`src/design/slot_occupancy_map_min_gap_unit_macros.svh`:
```
// Assertion macros used by the top design file.
`ifndef SLOT_OCCUPANCY_MAP_MIN_GAP_UNIT_MACROS_SVH
`define SLOT_OCCUPANCY_MAP_MIN_GAP_UNIT_MACROS_SVH
`ifndef SYNTHESIS
// Same-cycle implication, sampled on the rising clock edge.
`define SOMG_ASSERT_NOW(lbl, ante, cons) \
  lbl: assert property (@(posedge clk) disable iff (!rst_n) (ante) |-> (cons)) \
    else $error("somg assertion failed");
// Next-cycle implication, sampled on the rising clock edge.
`define SOMG_ASSERT_NEXT(lbl, ante, cons) \
  lbl: assert property (@(posedge clk) disable iff (!rst_n) (ante) |=> (cons)) \
    else $error("somg assertion failed");
`else
`define SOMG_ASSERT_NOW(lbl, ante, cons)
`define SOMG_ASSERT_NEXT(lbl, ante, cons)
`endif
`endif

```
`src/design/somg_pkg.sv`:
```
package somg_pkg;

  localparam int NUM_SLOTS   = 128;
  localparam int MAX_ENTRIES = 32;

  // Fixed field widths of the request and result channels.
  localparam int FUNC_W  = 2;
  localparam int ID_W    = 16;
  localparam int START_W = 7;
  localparam int COUNT_W = 8;
  localparam int INDEX_W = 8;
  localparam int TAG_W   = 6;
  localparam int SUM_W   = 12;
  localparam int FLT_W   = 6;
  localparam int GAP_W   = 7;

  localparam int SLOT_AW  = $clog2(NUM_SLOTS);
  localparam int ENTRY_AW = $clog2(MAX_ENTRIES);
  localparam int CNT_W    = $clog2(MAX_ENTRIES + 1);
  localparam int ENTRY_W  = ID_W + START_W;
  localparam int GAP_CW   = $clog2(NUM_SLOTS + 1);
  localparam int GCMP_W   = (GAP_CW > GAP_W) ? GAP_CW : GAP_W;
  // A slot position must hold any start value and the row length itself.
  localparam int SPOS_W   =
    $clog2(((NUM_SLOTS > (1 << START_W)) ? NUM_SLOTS : (1 << START_W)) + 1);

  localparam logic [SUM_W-1:0] SUM_MAX = '1;
  localparam logic [GAP_W-1:0] GAP_MAX = '1;

  localparam logic [FUNC_W-1:0] FUNC_ADD    = 2'd0;
  localparam logic [FUNC_W-1:0] FUNC_REMOVE = 2'd1;
  localparam logic [FUNC_W-1:0] FUNC_READ   = 2'd2;

  typedef struct packed {
    logic clear;
    logic step;
    logic occ;
  } gap_ctl_t;

  typedef struct packed {
    logic             found;
    logic [GAP_W-1:0] gap;
  } gap_res_t;

endpackage

```
`src/design/somg_ram.sv`:
```
module somg_ram #(
  parameter int WIDTH = 8,
  parameter int DEPTH = 16
) (
  input  logic                     clk,
  input  logic                     we,
  input  logic [$clog2(DEPTH)-1:0] waddr,
  input  logic [WIDTH-1:0]         wdata,
  input  logic                     re,
  input  logic [$clog2(DEPTH)-1:0] raddr,
  output logic [WIDTH-1:0]         rdata
);

  logic [WIDTH-1:0] mem_r [DEPTH];

  always_ff @(posedge clk) begin
    if (we) begin
      mem_r[waddr] <= wdata;
    end
    if (re) begin
      rdata <= mem_r[raddr];
    end
  end

endmodule

```
`src/design/somg_gap_scan.sv`:
```
module somg_gap_scan (
  input  logic               clk,
  input  logic               rst_n,
  input  somg_pkg::gap_ctl_t ctl,
  output somg_pkg::gap_res_t res
);

  logic                        prev_occ_r, prev_occ_nxt;
  logic                        seen_run_r, seen_run_nxt;
  logic                        have_gap_r, have_gap_nxt;
  logic [somg_pkg::GAP_CW-1:0] free_cnt_r, free_cnt_nxt;
  logic [somg_pkg::GAP_CW-1:0] best_r, best_nxt;

  // The free counter restarts on every occupied slot, so at the first slot of
  // a run it holds the length of the free stretch before that run.
  always_comb begin
    prev_occ_nxt = prev_occ_r;
    seen_run_nxt = seen_run_r;
    have_gap_nxt = have_gap_r;
    free_cnt_nxt = free_cnt_r;
    best_nxt     = best_r;
    if (ctl.clear) begin
      prev_occ_nxt = 1'b0;
      seen_run_nxt = 1'b0;
      have_gap_nxt = 1'b0;
      free_cnt_nxt = '0;
      best_nxt     = '0;
    end else if (ctl.step) begin
      if (ctl.occ) begin
        if (!prev_occ_r && seen_run_r) begin
          if (!have_gap_r || (free_cnt_r < best_r)) begin
            best_nxt = free_cnt_r;
          end
          have_gap_nxt = 1'b1;
        end
        seen_run_nxt = 1'b1;
        prev_occ_nxt = 1'b1;
        free_cnt_nxt = '0;
      end else begin
        prev_occ_nxt = 1'b0;
        free_cnt_nxt = free_cnt_r + somg_pkg::GAP_CW'(1);
      end
    end
  end

  always_ff @(posedge clk) begin
    if (!rst_n) begin
      prev_occ_r <= 1'b0;
      seen_run_r <= 1'b0;
      have_gap_r <= 1'b0;
    end else begin
      prev_occ_r <= prev_occ_nxt;
      seen_run_r <= seen_run_nxt;
      have_gap_r <= have_gap_nxt;
    end
    free_cnt_r <= free_cnt_nxt;
    best_r     <= best_nxt;
  end

  always_comb begin
    res.found = have_gap_r;
    if (somg_pkg::GCMP_W'(best_r) > somg_pkg::GCMP_W'(somg_pkg::GAP_MAX)) begin
      res.gap = somg_pkg::GAP_MAX;
    end else begin
      res.gap = somg_pkg::GAP_W'(best_r);
    end
  end

endmodule

```
`src/design/slot_occupancy_map_min_gap_unit.sv`:
```
// Steps per request: dispatch, then for a remove, or an add while the table is not full, a
// search of the whole entry table and an apply step, with a fill of n slots (at most 128) when
// an add succeeds or a remove finds its id; an in-range read captures one slot. With fewer
// than two reservations the slot row scan is skipped. One request at a time: the next is
// taken once the result is registered and the previous one has been accepted.
// Reset: control state clears at once, then a pass zeroes the slot memory.
`include "slot_occupancy_map_min_gap_unit_macros.svh"

module slot_occupancy_map_min_gap_unit (
  input  logic                         clk,
  input  logic                         rst_n,
  input  logic                         in_valid,
  output logic                         in_ready,
  input  logic [somg_pkg::FUNC_W-1:0]  in_func,
  input  logic [somg_pkg::ID_W-1:0]    in_flight_id,
  input  logic [somg_pkg::START_W-1:0] in_start_slot,
  input  logic [somg_pkg::COUNT_W-1:0] in_slot_count,
  input  logic [somg_pkg::INDEX_W-1:0] in_slot_index,
  output logic                         out_valid,
  input  logic                         out_ready,
  output logic                         out_op_ok,
  output logic [somg_pkg::TAG_W-1:0]   out_slot_value,
  output logic                         out_slot_in_range,
  output logic [somg_pkg::SUM_W-1:0]   out_occupied_total,
  output logic [somg_pkg::FLT_W-1:0]   out_flight_total,
  output logic [somg_pkg::GAP_W-1:0]   out_min_gap,
  output logic                         out_min_gap_valid
);

  typedef enum logic [3:0] {
    S_CLEAR,
    S_IDLE,
    S_DISP,
    S_SRCH,
    S_SRCH_END,
    S_APPLY,
    S_FILL,
    S_RDCAP,
    S_GAP_START,
    S_GAP_SCAN,
    S_GAP_END,
    S_WRAP
  } state_t;

  state_t state_r, state_nxt;

  logic [somg_pkg::SPOS_W-1:0]   pos_r, pos_nxt;
  logic [somg_pkg::COUNT_W-1:0]  left_r, left_nxt;
  logic [somg_pkg::TAG_W-1:0]    tag_r, tag_nxt;
  logic [somg_pkg::ENTRY_AW-1:0] ent_idx_r, ent_idx_nxt;
  logic                          chk_vld_r, chk_vld_nxt;
  logic [somg_pkg::ENTRY_AW-1:0] chk_idx_r, chk_idx_nxt;
  logic                          hit_r, hit_nxt;
  logic [somg_pkg::ENTRY_AW-1:0] hit_idx_r, hit_idx_nxt;
  logic [somg_pkg::START_W-1:0]  hit_start_r, hit_start_nxt;
  logic                          free_r, free_nxt;
  logic [somg_pkg::ENTRY_AW-1:0] free_idx_r, free_idx_nxt;
  logic [somg_pkg::MAX_ENTRIES-1:0] entry_valid_r, entry_valid_nxt;
  logic [somg_pkg::CNT_W-1:0]    cnt_r, cnt_nxt;
  logic [somg_pkg::SUM_W-1:0]    sum_r, sum_nxt;
  logic                          scan_vld_r, scan_vld_nxt;

  logic [somg_pkg::FUNC_W-1:0]   func_r, func_nxt;
  logic [somg_pkg::ID_W-1:0]     id_r, id_nxt;
  logic [somg_pkg::START_W-1:0]  start_r, start_nxt;
  logic [somg_pkg::COUNT_W-1:0]  count_r, count_nxt;
  logic [somg_pkg::INDEX_W-1:0]  index_r, index_nxt;
  logic                          ok_r, ok_nxt;
  logic [somg_pkg::TAG_W-1:0]    value_r, value_nxt;
  logic                          in_range_r, in_range_nxt;

  logic                          out_valid_r, out_valid_nxt;
  logic                          out_ok_r, out_ok_nxt;
  logic [somg_pkg::TAG_W-1:0]    out_value_r, out_value_nxt;
  logic                          out_in_range_r, out_in_range_nxt;
  logic [somg_pkg::SUM_W-1:0]    out_sum_r, out_sum_nxt;
  logic [somg_pkg::FLT_W-1:0]    out_flt_r, out_flt_nxt;
  logic [somg_pkg::GAP_W-1:0]    out_gap_r, out_gap_nxt;
  logic                          out_gap_ok_r, out_gap_ok_nxt;

  logic                          slot_we;
  logic [somg_pkg::SLOT_AW-1:0]  slot_waddr;
  logic [somg_pkg::TAG_W-1:0]    slot_wdata;
  logic                          slot_re;
  logic [somg_pkg::SLOT_AW-1:0]  slot_raddr;
  logic [somg_pkg::TAG_W-1:0]    slot_rdata;

  logic                          tbl_we;
  logic [somg_pkg::ENTRY_AW-1:0] tbl_waddr;
  logic [somg_pkg::ENTRY_W-1:0]  tbl_wdata;
  logic                          tbl_re;
  logic [somg_pkg::ENTRY_AW-1:0] tbl_raddr;
  logic [somg_pkg::ENTRY_W-1:0]  tbl_rdata;

  somg_pkg::gap_ctl_t            gap_ctl;
  somg_pkg::gap_res_t            gap_res;

  logic [somg_pkg::SUM_W:0]      sum_add;
  logic [somg_pkg::ENTRY_AW-1:0] add_tgt;
  logic [somg_pkg::CNT_W-1:0]    cnt_inc;
  logic                          idx_in_range;
  logic                          gap_ok;

  somg_ram #(
    .WIDTH(somg_pkg::TAG_W),
    .DEPTH(somg_pkg::NUM_SLOTS)
  ) u_slot_ram (
    .clk  (clk),
    .we   (slot_we),
    .waddr(slot_waddr),
    .wdata(slot_wdata),
    .re   (slot_re),
    .raddr(slot_raddr),
    .rdata(slot_rdata)
  );

  somg_ram #(
    .WIDTH(somg_pkg::ENTRY_W),
    .DEPTH(somg_pkg::MAX_ENTRIES)
  ) u_tbl_ram (
    .clk  (clk),
    .we   (tbl_we),
    .waddr(tbl_waddr),
    .wdata(tbl_wdata),
    .re   (tbl_re),
    .raddr(tbl_raddr),
    .rdata(tbl_rdata)
  );

  somg_gap_scan u_gap_scan (
    .clk  (clk),
    .rst_n(rst_n),
    .ctl  (gap_ctl),
    .res  (gap_res)
  );

  assign sum_add = {1'b0, sum_r} + (somg_pkg::SUM_W + 1)'(count_r);
  assign cnt_inc = cnt_r + somg_pkg::CNT_W'(1);
  assign add_tgt = hit_r ? hit_idx_r : free_idx_r;
  assign idx_in_range =
    somg_pkg::SPOS_W'(index_r) < somg_pkg::SPOS_W'(somg_pkg::NUM_SLOTS);
  assign gap_ok = (cnt_r > somg_pkg::CNT_W'(1)) && gap_res.found;

  always_comb begin
    state_nxt       = state_r;
    pos_nxt         = pos_r;
    left_nxt        = left_r;
    tag_nxt         = tag_r;
    ent_idx_nxt     = ent_idx_r;
    chk_vld_nxt     = 1'b0;
    chk_idx_nxt     = chk_idx_r;
    hit_nxt         = hit_r;
    hit_idx_nxt     = hit_idx_r;
    hit_start_nxt   = hit_start_r;
    free_nxt        = free_r;
    free_idx_nxt    = free_idx_r;
    entry_valid_nxt = entry_valid_r;
    cnt_nxt         = cnt_r;
    sum_nxt         = sum_r;
    scan_vld_nxt    = 1'b0;
    func_nxt        = func_r;
    id_nxt          = id_r;
    start_nxt       = start_r;
    count_nxt       = count_r;
    index_nxt       = index_r;
    ok_nxt          = ok_r;
    value_nxt       = value_r;
    in_range_nxt    = in_range_r;

    out_valid_nxt    = out_valid_r;
    out_ok_nxt       = out_ok_r;
    out_value_nxt    = out_value_r;
    out_in_range_nxt = out_in_range_r;
    out_sum_nxt      = out_sum_r;
    out_flt_nxt      = out_flt_r;
    out_gap_nxt      = out_gap_r;
    out_gap_ok_nxt   = out_gap_ok_r;

    slot_we    = 1'b0;
    slot_waddr = pos_r[somg_pkg::SLOT_AW-1:0];
    slot_wdata = tag_r;
    slot_re    = 1'b0;
    slot_raddr = pos_r[somg_pkg::SLOT_AW-1:0];
    tbl_we     = 1'b0;
    tbl_waddr  = add_tgt;
    tbl_wdata  = {id_r, start_r};
    tbl_re     = 1'b0;
    tbl_raddr  = ent_idx_r;

    gap_ctl.clear = 1'b0;
    gap_ctl.step  = scan_vld_r;
    gap_ctl.occ   = (slot_rdata != '0);

    if (out_valid_r && out_ready) begin
      out_valid_nxt = 1'b0;
    end

    // Table data comes back in the cycle after its read; keep the first live
    // match and the first free entry.
    if (chk_vld_r) begin
      if (entry_valid_r[chk_idx_r]) begin
        if (!hit_r && (tbl_rdata[somg_pkg::ENTRY_W-1:somg_pkg::START_W] == id_r)) begin
          hit_nxt       = 1'b1;
          hit_idx_nxt   = chk_idx_r;
          hit_start_nxt = tbl_rdata[somg_pkg::START_W-1:0];
        end
      end else if (!free_r) begin
        free_nxt     = 1'b1;
        free_idx_nxt = chk_idx_r;
      end
    end

    unique case (state_r)
      S_CLEAR: begin
        slot_we    = 1'b1;
        slot_wdata = '0;
        pos_nxt    = pos_r + somg_pkg::SPOS_W'(1);
        if (pos_r == somg_pkg::SPOS_W'(somg_pkg::NUM_SLOTS - 1)) begin
          state_nxt = S_IDLE;
        end
      end
      S_IDLE: begin
        if (in_valid) begin
          func_nxt     = in_func;
          id_nxt       = in_flight_id;
          start_nxt    = in_start_slot;
          count_nxt    = in_slot_count;
          index_nxt    = in_slot_index;
          ok_nxt       = 1'b0;
          value_nxt    = '0;
          in_range_nxt = 1'b0;
          state_nxt    = S_DISP;
        end
      end
      S_DISP: begin
        hit_nxt     = 1'b0;
        free_nxt    = 1'b0;
        ent_idx_nxt = '0;
        unique case (func_r)
          somg_pkg::FUNC_ADD: begin
            if (cnt_r < somg_pkg::CNT_W'(somg_pkg::MAX_ENTRIES)) begin
              state_nxt = S_SRCH;
            end else begin
              state_nxt = S_GAP_START;
            end
          end
          somg_pkg::FUNC_REMOVE: begin
            state_nxt = S_SRCH;
          end
          somg_pkg::FUNC_READ: begin
            ok_nxt = 1'b1;
            if (idx_in_range) begin
              in_range_nxt = 1'b1;
              slot_re      = 1'b1;
              slot_raddr   = somg_pkg::SLOT_AW'(index_r);
              state_nxt    = S_RDCAP;
            end else begin
              state_nxt = S_GAP_START;
            end
          end
          default: begin
            state_nxt = S_GAP_START;
          end
        endcase
      end
      S_SRCH: begin
        tbl_re      = 1'b1;
        chk_vld_nxt = 1'b1;
        chk_idx_nxt = ent_idx_r;
        ent_idx_nxt = ent_idx_r + somg_pkg::ENTRY_AW'(1);
        if (ent_idx_r == somg_pkg::ENTRY_AW'(somg_pkg::MAX_ENTRIES - 1)) begin
          state_nxt = S_SRCH_END;
        end
      end
      S_SRCH_END: begin
        state_nxt = S_APPLY;
      end
      S_APPLY: begin
        state_nxt = S_GAP_START;
        if (func_r == somg_pkg::FUNC_ADD) begin
          if (hit_r || free_r) begin
            tbl_we                   = 1'b1;
            entry_valid_nxt[add_tgt] = 1'b1;
            cnt_nxt                  = cnt_inc;
            tag_nxt                  = somg_pkg::TAG_W'(cnt_inc);
            sum_nxt = sum_add[somg_pkg::SUM_W] ? somg_pkg::SUM_MAX
                                               : sum_add[somg_pkg::SUM_W-1:0];
            pos_nxt   = somg_pkg::SPOS_W'(start_r);
            left_nxt  = count_r;
            ok_nxt    = 1'b1;
            state_nxt = S_FILL;
          end
        end else if (hit_r) begin
          entry_valid_nxt[hit_idx_r] = 1'b0;
          if (cnt_r != '0) begin
            cnt_nxt = cnt_r - somg_pkg::CNT_W'(1);
          end
          if (sum_r > somg_pkg::SUM_W'(count_r)) begin
            sum_nxt = sum_r - somg_pkg::SUM_W'(count_r);
          end else begin
            sum_nxt = '0;
          end
          tag_nxt   = '0;
          pos_nxt   = somg_pkg::SPOS_W'(hit_start_r);
          left_nxt  = count_r;
          ok_nxt    = 1'b1;
          state_nxt = S_FILL;
        end
      end
      S_FILL: begin
        // Slots past the end of the row are dropped.
        if ((left_r != '0) &&
            (pos_r < somg_pkg::SPOS_W'(somg_pkg::NUM_SLOTS))) begin
          slot_we  = 1'b1;
          pos_nxt  = pos_r + somg_pkg::SPOS_W'(1);
          left_nxt = left_r - somg_pkg::COUNT_W'(1);
        end else begin
          state_nxt = S_GAP_START;
        end
      end
      S_RDCAP: begin
        value_nxt = slot_rdata;
        state_nxt = S_GAP_START;
      end
      S_GAP_START: begin
        gap_ctl.clear = 1'b1;
        pos_nxt       = '0;
        if (cnt_r > somg_pkg::CNT_W'(1)) begin
          state_nxt = S_GAP_SCAN;
        end else begin
          state_nxt = S_WRAP;
        end
      end
      S_GAP_SCAN: begin
        slot_re      = 1'b1;
        scan_vld_nxt = 1'b1;
        pos_nxt      = pos_r + somg_pkg::SPOS_W'(1);
        if (pos_r == somg_pkg::SPOS_W'(somg_pkg::NUM_SLOTS - 1)) begin
          state_nxt = S_GAP_END;
        end
      end
      S_GAP_END: begin
        state_nxt = S_WRAP;
      end
      S_WRAP: begin
        if (!out_valid_r || out_ready) begin
          out_valid_nxt    = 1'b1;
          out_ok_nxt       = ok_r;
          out_value_nxt    = value_r;
          out_in_range_nxt = in_range_r;
          out_sum_nxt      = sum_r;
          out_flt_nxt      = somg_pkg::FLT_W'(cnt_r);
          out_gap_nxt      = gap_ok ? gap_res.gap : '0;
          out_gap_ok_nxt   = gap_ok;
          state_nxt        = S_IDLE;
        end
      end
      default: begin
        state_nxt = S_IDLE;
      end
    endcase
  end

  always_ff @(posedge clk) begin
    if (!rst_n) begin
      state_r       <= S_CLEAR;
      pos_r         <= '0;
      chk_vld_r     <= 1'b0;
      hit_r         <= 1'b0;
      free_r        <= 1'b0;
      entry_valid_r <= '0;
      cnt_r         <= '0;
      sum_r         <= '0;
      scan_vld_r    <= 1'b0;
      out_valid_r   <= 1'b0;
    end else begin
      state_r       <= state_nxt;
      pos_r         <= pos_nxt;
      chk_vld_r     <= chk_vld_nxt;
      hit_r         <= hit_nxt;
      free_r        <= free_nxt;
      entry_valid_r <= entry_valid_nxt;
      cnt_r         <= cnt_nxt;
      sum_r         <= sum_nxt;
      scan_vld_r    <= scan_vld_nxt;
      out_valid_r   <= out_valid_nxt;
    end
    left_r         <= left_nxt;
    tag_r          <= tag_nxt;
    ent_idx_r      <= ent_idx_nxt;
    chk_idx_r      <= chk_idx_nxt;
    hit_idx_r      <= hit_idx_nxt;
    hit_start_r    <= hit_start_nxt;
    free_idx_r     <= free_idx_nxt;
    func_r         <= func_nxt;
    id_r           <= id_nxt;
    start_r        <= start_nxt;
    count_r        <= count_nxt;
    index_r        <= index_nxt;
    ok_r           <= ok_nxt;
    value_r        <= value_nxt;
    in_range_r     <= in_range_nxt;
    out_ok_r       <= out_ok_nxt;
    out_value_r    <= out_value_nxt;
    out_in_range_r <= out_in_range_nxt;
    out_sum_r      <= out_sum_nxt;
    out_flt_r      <= out_flt_nxt;
    out_gap_r      <= out_gap_nxt;
    out_gap_ok_r   <= out_gap_ok_nxt;
  end

  assign in_ready           = (state_r == S_IDLE);
  assign out_valid          = out_valid_r;
  assign out_op_ok          = out_ok_r;
  assign out_slot_value     = out_value_r;
  assign out_slot_in_range  = out_in_range_r;
  assign out_occupied_total = out_sum_r;
  assign out_flight_total   = out_flt_r;
  assign out_min_gap        = out_gap_r;
  assign out_min_gap_valid  = out_gap_ok_r;

  // The slot memory is written only by the reset clear pass and by range fills.
  `SOMG_ASSERT_NOW(a_slot_write_src, slot_we, (state_r == S_CLEAR) || (state_r == S_FILL))
  // Duplicate adds can push the count above the live entries, never below.
  `SOMG_ASSERT_NOW(a_count_covers_entries, 1'b1, $countones(entry_valid_r) <= cnt_r)
  // A gap between two runs is at least one free slot.
  `SOMG_ASSERT_NOW(a_gap_nonzero, out_valid && out_min_gap_valid, out_min_gap != '0)
  // A request always starts with dispatch on the following cycle.
  `SOMG_ASSERT_NEXT(a_accept_dispatch, in_valid && in_ready, state_r == S_DISP)

endmodule

```
`config.mk`:
```
export PLATFORM = sky130hd
export DESIGN_NAME = slot_occupancy_map_min_gap_unit
export DESIGN_NICKNAME = d
export VERILOG_FILES = /design/src/design/somg_pkg.sv /design/src/design/somg_ram.sv /design/src/design/somg_gap_scan.sv /design/src/design/slot_occupancy_map_min_gap_unit.sv
export VERILOG_INCLUDE_DIRS = /design/src /design/src/design
export SDC_FILE = /design/constraint.sdc
export NUM_CORES = 2
export LEC_CHECK = 0
export ABC_AREA = 0
export ABC_CLOCK_PERIOD_IN_PS = 13900
export BUFFER_PORTS_ARGS = -buffer_cell sky130_fd_sc_hd__buf_2
export CORE_UTILIZATION = 68
export CTS_BUF_LIST = sky130_fd_sc_hd__clkbuf_16
export CTS_CLUSTER_DIAMETER = 80
export CTS_CLUSTER_SIZE = 30
export DETAILED_ROUTE_END_ITERATION = 10
export MAX_ROUTING_LAYER = met4
export PLACE_DENSITY = 0.83
export SLEW_MARGIN = 20
export SYNTH_ARGS = -nofsm -noshare
export SYNTH_HDL_FRONTEND = slang
export SYNTH_SLANG_ARGS = --single-unit
```
`constraint.sdc`:
```
create_clock -name clk -period 13.9 [get_ports clk]
set_input_delay 0.695 -clock clk [delete_from_list [all_inputs] [get_ports clk]]
set_output_delay 0.695 -clock clk [all_outputs]
set_load 0.01 [all_outputs]
```
==> results.toml <==
[cts]
htreeDepth = 3
clk_pin_slew_ps = 110
postCtsSetupBuffers = 0
postCtsHoldBufs = 0
cts_tree = "yes"
post_cts_resized = 0
insertion_delay_ps = 690
clock_path_buffers = 3
cts.sinks = 1743
cts_buffers = 68
ctsRootBufferMaster = "clkbuf_16"

[route]
vias_per_cell = 7.232
dr.pass1.iters = 9
drtIter0Drc = 5933
wl_per_cell_um = 32.89
met2_wirelength_mm = 86.42
wl_met3_mm = 19.83
drt-met1-wl_mm = 59.34
drc = 0
vias = 39110
ant_nets = 0
wl_mm = 177.9
maxUsedRoutingLayer = "met4"

[floorplanning]
io_pins = 81
initial_core_util = 0.6910
rows = 116
die_h_um = 321.9
die_w_um = 321.9
dieArea_sq_um = 103600
coreArea_sq_um = 100700

[logic_synthesis]
synth_fp_nets = 4052
synth_sequential_area_ratio = 0.7397
yosysWarnings = 0
synth_cell_types = 90
ys.flop_type = "edfxtp_1"
synth_edf_count = 1657
syn_inst = 3973
avgSynthCellArea_sq_um = 17.52
netlist_area_sq_um = 69600
synthArstFlopShare = 0
synth_top_area_frac = 0.7149
yosys.area.top_type = "edfxtp_1"
synth_seq_cells = 1743
synth_area_leaders = "edfxtp_1 71%, mux4_2 9.7%, dfxtp_1 2.5%"

[timing]
worst_pin_slew_ps = 1347
slew_headroom = 0.1020
post-route-period-util = 0.4285
worst_hold_slack_ps = 172.7
rsz0062_at_grt = "no"
finClkSkew_ps = 29.68
max_freq_mhz = 167.9
final_max_slew_viol_count = 0
fin_crit_ps = 5956
setup_violations = 0
report.final.hold_viol_count = 0
tns_ps = 0

[layout]
most-common-layout-cells = "1,657 x edfxtp_1, 357 x nand2_1, 300 x mux4_2, 231 x nor2_1, 152 x a21oi_1"
final-instance-count-excl-fill = 5408
multi_input_area_sq_um = 16950
finalInstanceArea_sq_um = 73620
area_growth_pct = 5.776
ff_latch_area_sq_um = 51480
post-route-util = 0.7309
n_fill_cell = 5695
drive_gt1_frac = 0.1603
nNetsFinal = 4108
mostFrequentLayoutCell = "edfxtp_1"

[grt]
grt_overflow = 0
grt_pass1_wl_mm = 255.2
grtUsageTotal = 0.3576
grt_pass1_vias = 37814
antenna_found_initial = 2
grt_max_degree = 142

[min_path]
hold_start = "in_slot_count[6]"
hold_end = "count_r[6]"
holdPathStages = 1
min_path_type = "in2reg"

[place]
io_buffers = 80
gp_routability_congestion = 0.9782
placed_area_sq_um = 71620
dp.cells = 5311
dp_hpwl_mm = 104.3

[power_and_ir_drop]
swShare = 0.2860
p_switching_w = 0.003024
vdd_drop_max_v = 0.0001767
p_comb_frac = 0.196
power.leakage_nw = 23.77
intPower_w = 0.007552
clockPowerShare = 0.232
power.density_nw_per_um2 = 143.7
seqPwrFrac = 0.572

[critical_path]
worst_setup_path_start_kind = "flip-flop"
crit_required_ps = 14330
reg2reg_to = "u_slot_ram.rdata[0]"
reg2reg_from = "state_r[1]"
rrSetupSlack_ps = 7940
r2r_cells = 11
arrival_ps = 6390
critPathKind = "reg2reg"
cp-end-kind = "flip-flop"
crit_path_max_fanout = 140

[status]
status = "finished, final reports clean"

[job]
cap_violations = 0
[sequential cells by signal (all words and copies together), names as in the netlist, 12 cells and up]
name,count
sum_r,12
entry_valid_r,32
out_occupied_total,12
u_slot_ram.mem_r,768
u_tbl_ram.rdata,23
id_r,16
u_tbl_ram.mem_r,736
[power by group through the flow]
stage | sequential, W | combinational (W) | clock, W
6_report | 0.00605 | 0.00207 | 0.00245
3_5_place_dp | 0.00617 | 0.00198 | 0
5_1_grt | 0.00606 | 0.00212 | 0.00260
2_1_floorplan | 0.00615 | 0.00127 | 0
3_3_place_gp | 0.00617 | 0.00193 | 0
4_1_cts | 0.00605 | 0.00198 | 0.00245
[worst max-delay path by stage]
stage | depth (start not counted) | from | slack (ps) | to
final | 11 | state_r[1] | 7940 | u_slot_ram.rdata[0]
after global routing | 11 | state_r[1] | 7760 | u_slot_ram.rdata[0]
after CTS | 11 | state_r[1] | 8070 | u_slot_ram.rdata[0]
after detailed placement | 11 | state_r[1] | 8080 | u_slot_ram.rdata[0]
after global placement | 11 | state_r[1] | 8270 | u_slot_ram.rdata[0]
after floorplan | 3 | state_r[2] | 9100 | u_slot_ram.mem_r[0][0]
[cells by family after synthesis]
group           synth area share
fa+ha+maj               0.006328
mux                       0.1215
compound gates           0.04913
simple gates             0.05974
flops                     0.7397
xor+xnor                0.004782
buf+inv                  0.01886
[worst max-delay path, cell delays in order, from the launching register on]
cell and delay (ps):
dfxtp_1 660, or4b_4 690, clkinv_8 120, nand3_4 360
nand2_8 720, buf_12 740, buf_4 780, mux2i_1 290
o22ai_1 100, or4_1 530, o211ai_1 410, nor4_2 100
[cells in the mapped netlist (all sizes together) (6+ instances only)]
| library cell | number |
|---|---|
| a2111oi | 19 |
| a211oi | 41 |
| a21o | 11 |
| a21oi | 153 |
| a221oi | 7 |
| a22o | 9 |
| a22oi | 13 |
| a31oi | 34 |
| a32o | 8 |
| a32oi | 6 |
| and2 | 30 |
| and3 | 41 |
| buf | 72 |
| clkbuf | 128 |
| dfxtp | 86 |
| edfxtp | 1657 |
| ha | 32 |
| inv | 80 |
| mux2 | 32 |
| mux2i | 97 |
| mux4 | 314 |
| nand2 | 361 |
| nand2b | 14 |
| nand3 | 94 |
| nand4 | 20 |
| nor2 | 235 |
| nor2b | 25 |
| nor3 | 29 |
| nor4 | 16 |
| o211ai | 10 |
| o21a | 8 |
| o21ai | 114 |
| o221ai | 18 |
| o22ai | 11 |
| or2 | 7 |
| or3 | 12 |
| or4 | 6 |
| xnor2 | 16 |
| xor2 | 22 |
[layer usage]
metal  up-vias  GRT usage
met5         -          -
met4         0     0.2031
met3       649    0.05954
met2      3185     0.5582
met1     19496     0.4519
li1      15780          -
[metrics by stage]
step	total power (W)	worst slack, ps
after floorplan	0.007417	9100
after global placement	0.008092	8267
after detailed placement	0.008150	8084
after CTS	0.01048	8069
after global routing	0.01078	7762
final	0.01058	7944
[layout make-up]
cell class,count,area share
diodes,2,0.00006798
well taps,1357,0.02306
repair buffers,186,0.01739
flip-flops and latches,1743,0.6993
clock buffers,71,0.02413
clock inverters,19,0.001530
multi-input cells,1949,0.2302
inverters,81,0.004300
Note: power is estimated with default switching activity, not from simulation.
